<file path="src/rtl/ycs_pkg.sv">
`timescale 1ns / 1ps
// ----------------------------------------------------------------------------
// ycs_pkg
// Shared types, constants and a helper function for the YCoCg pixel converter.
// ----------------------------------------------------------------------------
package ycs_pkg;

    localparam int FRAC_BITS = 8;
    localparam int QW        = 11 + FRAC_BITS;   // |chroma|*8*2^F width
    localparam int VW        = QW + 3;           // signed channel sum width
    localparam int TOPW      = 8 + FRAC_BITS;    // clamped channel width

    localparam logic [1:0] CFG_DIRECTION  = 2'd0;
    localparam logic [1:0] CFG_VARIANT    = 2'd1;
    localparam logic [1:0] CFG_COLOR_SWAP = 2'd2;

    typedef struct packed {
        logic [7:0] chan3;
        logic [7:0] chan2;
        logic [7:0] chan1;
        logic [7:0] chan0;
    } pix_in_t;

    typedef struct packed {
        logic [7:0] out3;
        logic [7:0] out2;
        logic [7:0] out1;
        logic [7:0] out0;
    } pix_out_t;

    // bytes and chroma signs that travel alongside the divider
    typedef struct packed {
        logic [7:0] c3;
        logic [7:0] c1;
        logic [7:0] c0;
        logic       co_neg;
        logic       cg_neg;
    } side_t;

    // round(sqrt(255*v)) exactly, computed by a counting loop
    function automatic logic [7:0] gamma_root(input logic [7:0] v);
        int r;
        r = 0;
        for (int k = 0; k < 255; k++)
            if ((2 * k + 1) * (2 * k + 1) <= 1020 * int'(v))
                r++;
        return 8'(r);
    endfunction

endpackage

</file>
<file path="src/rtl/ycs_divider.sv">
`timescale 1ns / 1ps
// ----------------------------------------------------------------------------
// ycs_divider
// Pipelined restoring divider: QW-bit unsigned numerator by 9-bit divisor,
// one quotient bit per stage, with a sideband that travels along.
// ----------------------------------------------------------------------------
module ycs_divider
(
    input  logic                    clk,
    input  logic                    rst_n,
    input  logic                    en,
    input  logic                    in_valid,
    input  logic [ycs_pkg::QW-1:0]  num,
    input  logic [8:0]              den,
    input  ycs_pkg::side_t          side_in,
    output logic                    out_valid,
    output logic [ycs_pkg::QW-1:0]  quot,
    output ycs_pkg::side_t          side_out
);
    import ycs_pkg::*;

    logic [QW:0]       vld_reg;
    logic [QW-1:0]     rem_reg  [QW+1];
    logic [QW-1:0]     q_reg    [QW+1];
    logic [8:0]        den_reg  [QW+1];
    side_t             sb_reg   [QW+1];

    always_comb
    begin
        rem_reg[0] = num;
        q_reg[0]   = '0;
        den_reg[0] = den;
        sb_reg[0]  = side_in;
    end

    for (genvar i = 0; i < QW; i++)
    begin : g_stage
        localparam int B = QW - 1 - i;
        logic [QW+8:0] trial;
        logic          fit;
        assign trial = {9'd0, rem_reg[i]} >> B;
        assign fit   = trial >= {{QW{1'b0}}, den_reg[i]};

        always_ff @(posedge clk or negedge rst_n)
        begin
            if (!rst_n)
                vld_reg[i+1] <= 1'b0;
            else if (en)
                vld_reg[i+1] <= vld_reg[i];
        end

        always_ff @(posedge clk)
        begin
            if (en)
            begin
                rem_reg[i+1] <= fit ? QW'({9'd0, rem_reg[i]} - ({{QW{1'b0}}, den_reg[i]} << B))
                                    : rem_reg[i];
                q_reg[i+1]   <= q_reg[i] | (QW'(fit) << B);
                den_reg[i+1] <= den_reg[i];
                sb_reg[i+1]  <= sb_reg[i];
            end
        end
    end

    assign vld_reg[0] = in_valid;
    assign out_valid  = vld_reg[QW];
    assign quot       = q_reg[QW];
    assign side_out   = sb_reg[QW];

endmodule
</file>
<file path="config.mk">
export PLATFORM = sky130hd
export DESIGN_NAME = ycs_divider
export DESIGN_NICKNAME = d
export VERILOG_FILES = /design/src/rtl/ycs_pkg.sv /design/src/rtl/ycs_divider.sv
export SDC_FILE = /design/constraint.sdc
export NUM_CORES = 1
export LEC_CHECK = 0
export BUFFER_PORTS_ARGS = -buffer_cell sky130_fd_sc_hd__buf_2
export CAP_MARGIN = 20
export CORE_MARGIN = 2
export CORE_UTILIZATION = 50
export DETAILED_ROUTE_END_ITERATION = 16
export GPL_ROUTABILITY_DRIVEN = 1
export PLACE_DENSITY_LB_ADDON = 0.08
export SLEW_MARGIN = 20
export SYNTH_ARGS = -nofsm -noshare
export SYNTH_HDL_FRONTEND = slang
export SYNTH_SLANG_ARGS = --single-unit
</file>
<file path="constraint.sdc">
create_clock -name clk -period 7.2 [get_ports clk]
set_input_delay 0.72 -clock clk [delete_from_list [all_inputs] [get_ports clk]]
set_output_delay 0.72 -clock clk [all_outputs]
set_load 0.05 [all_outputs]
</file>
==> results of run 1 <==
-- metal layers --
metal | GRT usage [%] | part of all wire, %
met1 | 15.5 | 41
met2 | 23.3 | 52
met3 | 2.73 | 4.0
met4 | 5.82 | 3.1
met5 | 0 | 0.022
-- layout by cell type, fill, tap and decap left out, types with 19 or more instances in the layout --
master     instances
o21ai_0           74
xor2_1            54
edfxtp_1        1188
a21o_1            29
nand2_1           59
nor2_1           131
clkbuf_1          25
dfrtp_1           19
nand2b_1          21
buf_2            102
clkbuf_16        120
nor3_1            24
mux2_2            57
a21oi_1          113
xnor2_1           59
clkinv_2          24
clkinv_1          23
nor2b_1           32
nor4_1            20
ha_1             135
inv_1            179
-- worst paths after layout --
kind	startpoint	endpoint
worst max-delay path	den_reg[28]$_DFFE_PP_	g_stage[17].trial[17]$_DFFE_PP_
worst min-delay path	num[12]	rem_reg[354]$_DFFE_PP_
worst max register to register	den_reg[28]$_DFFE_PP_	g_stage[17].trial[17]$_DFFE_PP_
worst min register to register	q_reg[91]$_DFFE_PP_	q_reg[72]$_DFFE_PP_
max in group asynchronous	rst_n	vld_reg[6]$_DFFE_PN0P_
min in group asynchronous	rst_n	vld_reg[18]$_DFFE_PN0P_
-- cells by family (layout without fill, tap and decap cells) --
family / after synthesis / after routing / synth area share [%]
DFF: 1207 / 1207 / 80.7
buffers and inverters: 245 / 513 / 2.47
muxes: 68 / 68 / 1.69
adders and majority gates: 151 / 151 / 4.49
AOI/OAI and AO/OA: 308 / 308 / 4.26
and+or+nand+nor: 372 / 372 / 4.16
xor gates and xnor gates: 113 / 113 / 2.21
-- area by class of cell --
cell class	count	area [µm²]
Clock buffer	145	3100
Fill cell	6676	38100
Clock inverter	70	769
Timing Repair Buffer	118	736
Sequential cell	1207	36100
Multi-Input combinational cell	1012	7520
Tap cell	1165	1460
Inverter	180	678
-- synth_stat cells (4+ instances only) --
master	count	area [µm²]
nor4_1	20	125
o31ai_1	7	52.6
or2_2	7	43.8
or4_1	7	52.6
and2_1	5	31.3
clkbuf_1	16	60.1
o21ai_0	76	380
xor2_1	54	473
nand2_1	59	221
o21a_1	18	135
inv_1	179	672
mux2i_1	10	100
mux2_2	57	642
nand3b_1	5	37.5
nor2_1	131	492
nand2b_1	21	131
o41ai_1	4	35.0
nor3_1	24	120
a211oi_1	9	67.6
o31a_1	4	35.0
nand3_1	16	80.1
a21oi_1	113	566
a21o_1	29	218
edfxtp_1	1188	35700
a21boi_0	4	30.0
dfrtp_1	19	475
o21bai_1	12	90.1
buf_4	46	345
xnor2_1	59	517
or3_1	8	50.1
nor2b_1	32	200
ha_1	135	1690
fa_1	16	320
nand4b_1	5	43.8
nand4_1	17	106
-- stage by stage --
step	cell area, µm²	util (%)
floorplan	44800	-
detailed placement	46500	52.5
global route	50400	57.0
finish	50400	57.0
global placement	46500	52.5
CTS	50400	56.9
-- worst max-delay path, delay by kind of cell, from the launching register on --
kind                       cells  cell delay [ns]
adders and majority gates      1             0.30
DFF                            1             0.41
and+or+nand+nor                3             1.17
buffers and inverters          1             0.06
AOI/OAI and AO/OA              3             0.85
muxes                          1             0.26
-- power by group through the flow --
stage	clock network (W)	logic (W)	registers (W)
2_1_floorplan	0	0.00160	0.00897
3_3_place_gp	0	0.00203	0.00905
3_5_place_dp	0	0.00212	0.00908
4_1_cts	0.00627	0.00213	0.00894
5_1_grt	0.00653	0.00238	0.00901
6_report	0.00605	0.00212	0.00893
-- timing repair --
item	4_1_cts	5_1_grt
hold buffers	1	0
setup endpoints to repair	0	0
hold endpoints to repair	19	0
==> impl_metrics.env, run 1 <==
export IMPL_cts_tree="yes"
export IMPL_netlist_instances=2464
export IMPL_vias=19600
export IMPL_clock_power_share_pct=35.4
export IMPL_fmax_ghz=0.304
export IMPL_fin_tns_setup_ns=0
export IMPL_antenna_found_initial=1
export IMPL_fin_ws_ns=3.91
export IMPL_dr_pass1_iters=5
export IMPL_total_power_w=0.0171
export IMPL_maxSlewViolCount=0
export IMPL_worstMarginPinSlew_ns=0.986
export IMPL_grt_pass1_vias=20200
export IMPL_fin_worst_skew_ns=0.0167
export IMPL_routedWlPerCell_um=15.3
export IMPL_grt_max_degree=205
export IMPL_io_buffers=103
export IMPL_rr_worst_depth=9
export IMPL_postSynthAreaPerCell_um2=18.2
export IMPL_dieArea_um2=92000
export IMPL_synth_ff_type="edfxtp_1"
export IMPL_cp_end_kind="flip-flop"
export IMPL_cap_violations=0
export IMPL_grt_use_total_pct=13.2
export IMPL_crit_chain="inv_1, ha_1, nor2b_1, o31a_1, o21ai_0, o21ai_0, or4_1, nor2b_1, mux2_2"
export IMPL_sw_frac_of_total_pct=23.2
export IMPL_cts_num_sinks=1207
export IMPL_worstPathMaxFanout=20
export IMPL_gp_congestion=0.852
export IMPL_place_hpwl_um=36600
export IMPL_ant_nets=0
export IMPL_numCtsBuffers=118
export IMPL_instances_no_fill=3897
export IMPL_postCtsSetupRepairBufs=0
export IMPL_fp_dieH_um=303
export IMPL_setup_viol=0
export IMPL_seq_area_frac_synth_pct=80.7
export IMPL_layout_min_cycle_time_ns=3.29
export IMPL_hold_slack_ns=0.208
export IMPL_start_kind="flip-flop"
export IMPL_min_path_cells=1
export IMPL_synth_area_um2=44800
export IMPL_grt_pass1_wl_um=97900
export IMPL_wl_um=59400
export IMPL_yosys_warnings=0
export IMPL_cts_max_level=3
export IMPL_drive_above_1_share_pct=13.3
export IMPL_synth_async_reset_ratio_pct=1.57
export IMPL_num_io_pins=104
export IMPL_num_nets_final=2846
export IMPL_avgViaCountPerCell=5.03
export IMPL_powerDensity_nw_per_um2=339
export IMPL_rsz0062_at_grt="false"
export IMPL_intPower_w=0.0131
export IMPL_drtIter0Drc=1212
export IMPL_die_x_um=303
export IMPL_ir_drop_uv=286
export IMPL_area_growth_pct=12.6
export IMPL_grt_overflow_total=0
export IMPL_slowest_stage="or4_1"
export IMPL_cp_required_ns=7.63
export IMPL_max_stage_delay_ns=0.76
export IMPL_r2r_slack_ns=3.91
export IMPL_rows=109
export IMPL_arrival_ns=3.72
export IMPL_start_util_pct=50.6
export IMPL_yosysUniqueCellTypes=63
export IMPL_drc=0
export IMPL_cts_reportedPaths_clkPinSlew_ns=0.06
export IMPL_cts_root_buf="clkbuf_16"
export IMPL_largest_reg_flops=468
export IMPL_synth_nets=2673
export IMPL_hp_class="input pin to flip-flop"
export IMPL_pwr_share_comb_pct=12.4
export IMPL_status="finished clean"
export IMPL_timing_worst_setup_path_type="flip-flop to flip-flop"
export IMPL_pwr_share_seq_pct=52.2
export IMPL_timing_slew_headroom_pct=34.3
export IMPL_leakagePower_nw=18.4
export IMPL_pre_cts_ws_ns=3.90
export IMPL_clkLatencyLatePin_ns=0.69
export IMPL_post_cts_resize_count=0
export IMPL_design_core_area_um2=88500
export IMPL_final_period_utilization_pct=45.6
export IMPL_synth_edff_count=1188
export IMPL_diodes=0
export IMPL_hold_violations=0
export IMPL_dp_cells=3680
export IMPL_p_sw_w=0.00397
export IMPL_clock_path_buffers=3
export IMPL_ys_ff_latch=1207
Note: power is estimated with default switching activity, not from simulation.
==> run 2: changes to the inputs <==
==> constraint.sdc (replaced) <==
create_clock -name clk -period 2.8 [get_ports clk]
set_input_delay 0.28 -clock clk [delete_from_list [all_inputs] [get_ports clk]]
set_output_delay 0.28 -clock clk [all_outputs]
set_load 0.05 [all_outputs]
==> run 2 against run 1 <==
Net effect:
- first-iteration DRC count down 17%
- via count up 3.3%
- sequential power rose to 2.6 times the previous value
- largest cell class unchanged
- flip-flop and latch count unchanged
- clock skew up 0.0085 ns
- final area up 2.9%
- clock-buffer cell count down 4
- die area unchanged
==> impl_metrics.env, run 2 (synthesis results as in run 1) <==
export IMPL_grt_use_total_pct=13.8
export IMPL_worstMarginPinSlew_ns=0.818
export IMPL_p_sw_w=0.0106
export IMPL_fin_ws_ns=0.0464
export IMPL_vias=20200
export IMPL_status="finished clean"
export IMPL_instances_no_fill=4029
export IMPL_grt_pass1_vias=21200
export IMPL_clock_path_buffers=3
export IMPL_drtIter0Drc=1001
export IMPL_sw_frac_of_total_pct=23.8
export IMPL_arrival_ns=3.19
export IMPL_intPower_w=0.0339
export IMPL_setup_viol=0
export IMPL_min_path_cells=1
export IMPL_wl_um=62400
export IMPL_drive_above_1_share_pct=15.7
export IMPL_clkLatencyLatePin_ns=0.70
export IMPL_avgViaCountPerCell=5.03
export IMPL_timing_slew_headroom_pct=45.3
export IMPL_start_kind="flip-flop"
export IMPL_diodes=0
export IMPL_fmax_ghz=0.363
export IMPL_design_core_area_um2=88500
export IMPL_ir_drop_uv=554
export IMPL_leakagePower_nw=19.1
export IMPL_fin_worst_skew_ns=0.0252
export IMPL_die_x_um=303
export IMPL_cts_reportedPaths_clkPinSlew_ns=0.06
export IMPL_dr_pass1_iters=5
export IMPL_start_util_pct=50.6
export IMPL_routedWlPerCell_um=15.5
export IMPL_num_nets_final=2968
export IMPL_gp_congestion=0.841
export IMPL_grt_max_degree=113
export IMPL_final_period_utilization_pct=98.3
export IMPL_worstPathMaxFanout=3
export IMPL_clock_power_share_pct=35.0
export IMPL_hold_violations=0
export IMPL_num_io_pins=104
export IMPL_total_power_w=0.0444
export IMPL_pre_cts_ws_ns=-0.105
export IMPL_cts_root_buf="clkbuf_16"
export IMPL_hold_slack_ns=0.0455
export IMPL_grt_overflow_total=0
export IMPL_area_growth_pct=15.9
export IMPL_timing_worst_setup_path_type="flip-flop to flip-flop"
export IMPL_cts_tree="yes"
export IMPL_rr_worst_depth=9
export IMPL_io_buffers=103
export IMPL_fin_tns_setup_ns=0
export IMPL_dieArea_um2=92000
export IMPL_final_cell_mix="edfxtp_1, inv_1, ha_1"
export IMPL_grt_pass1_wl_um=102000
export IMPL_fp_dieH_um=303
export IMPL_hp_class="input pin to flip-flop"
export IMPL_ant_nets=0
export IMPL_cp_required_ns=3.24
export IMPL_maxSlewViolCount=0
export IMPL_layout_min_cycle_time_ns=2.75
export IMPL_largest_reg_flops=468
export IMPL_cp_end_kind="flip-flop"
export IMPL_place_hpwl_um=39600
export IMPL_cts_num_sinks=1207
export IMPL_pwr_share_seq_pct=51.7
export IMPL_rows=109
export IMPL_layout_commonest_cell="edfxtp_1"
export IMPL_cts_max_level=3
export IMPL_numCtsBuffers=119
export IMPL_cap_violations=0
export IMPL_powerDensity_nw_per_um2=856
export IMPL_drc=0
export IMPL_pwr_share_comb_pct=13.3
export IMPL_antenna_found_initial=0
export IMPL_dp_cells=3744
## run 2: cell count changes in the layout (fill, tap and decap cells not counted), moves of 3 or more
cell           change
clkbuf_1           -3
a21oi_2            +4
clkinv_1          +10
clkinvlp_4         +5
a21oi_1            -4
buf_12            +24
o21ai_0            -3
clkinv_16          +3
buf_4             +41
dlygate4sd3_1     +56
## run 2: path summary, 6_finish.rpt
path,slack [ns],from,to
worst max-delay path,0.05,den_reg[37]$_DFFE_PP_,g_stage[16].trial[16]$_DFFE_PP_
worst min-delay path,0.05,en,sb_reg[342]$_DFFE_PP_
worst max register to register,0.05,den_reg[37]$_DFFE_PP_,g_stage[16].trial[16]$_DFFE_PP_
worst min register to register,0.40,rem_reg[296]$_DFFE_PP_,rem_reg[277]$_DFFE_PP_
max in group asynchronous,1.57,rst_n,vld_reg[14]$_DFFE_PN0P_
min in group asynchronous,0.73,rst_n,vld_reg[15]$_DFFE_PN0P_
## run 2: power groups by stage
stage	Sequential, W	Clock, W	Combinational (W)
after floorplan	0.0231	0	0.00411
after global placement	0.0233	0	0.00549
after detailed placement	0.0233	0	0.00571
after CTS	0.0230	0.0161	0.00583
after global routing	0.0231	0.0168	0.00659
final	0.0230	0.0156	0.00591
## run 2: per-stage QoR
step	utilization [%]	instance area, µm²
2_1_floorplan	-	44800
3_3_place_gp	53.4	47300
3_5_place_dp	53.4	47300
4_1_cts	58.5	51800
5_1_grt	58.6	51900
6_report	58.6	51900
## run 2: worst max-delay path, stage by stage (launching register included)
cell and delay [ns]:
edfxtp_1 0.39, inv_1 0.06, ha_1 0.31, nor2b_1 0.14, o21a_1 0.18, o21ai_1 0.29
a21oi_1 0.16, a211oi_1 0.34, or3b_2 0.49, xnor2_1 0.13
## run 2: what timing repair did
| action | 4_1_cts | 5_1_grt |
|---|---|---|
| buffers inserted | 0 | 2 |
| hold buffers | 57 | 0 |
| endpoints found under the hold margin | 74 | 0 |
| setup endpoints to repair | 15 | 27 |
| resized for setup | 6 | 19 |
| pin swaps | 0 | 4 |
## run 2: layout make-up
cell class	instances	area, µm²
clock inverters	85	847
fillers	6600	36600
well taps	1165	1460
repair buffers	239	2070
flip-flops and latches	1207	36100
inverters	180	678
clock buffers	141	3060
multi-input cells	1012	7630
## run 2: metal layers
| layer | share of wire, % | wire length [µm] | GRT usage (%) |
|---|---|---|---|
| met1 | 40 | 25000 | 15.7 |
| met2 | 53 | 32900 | 25.0 |
| met3 | 3.9 | 2410 | 2.83 |
| met4 | 3.3 | 2060 | 6.32 |
| met5 | 0 | 0 | 0 |
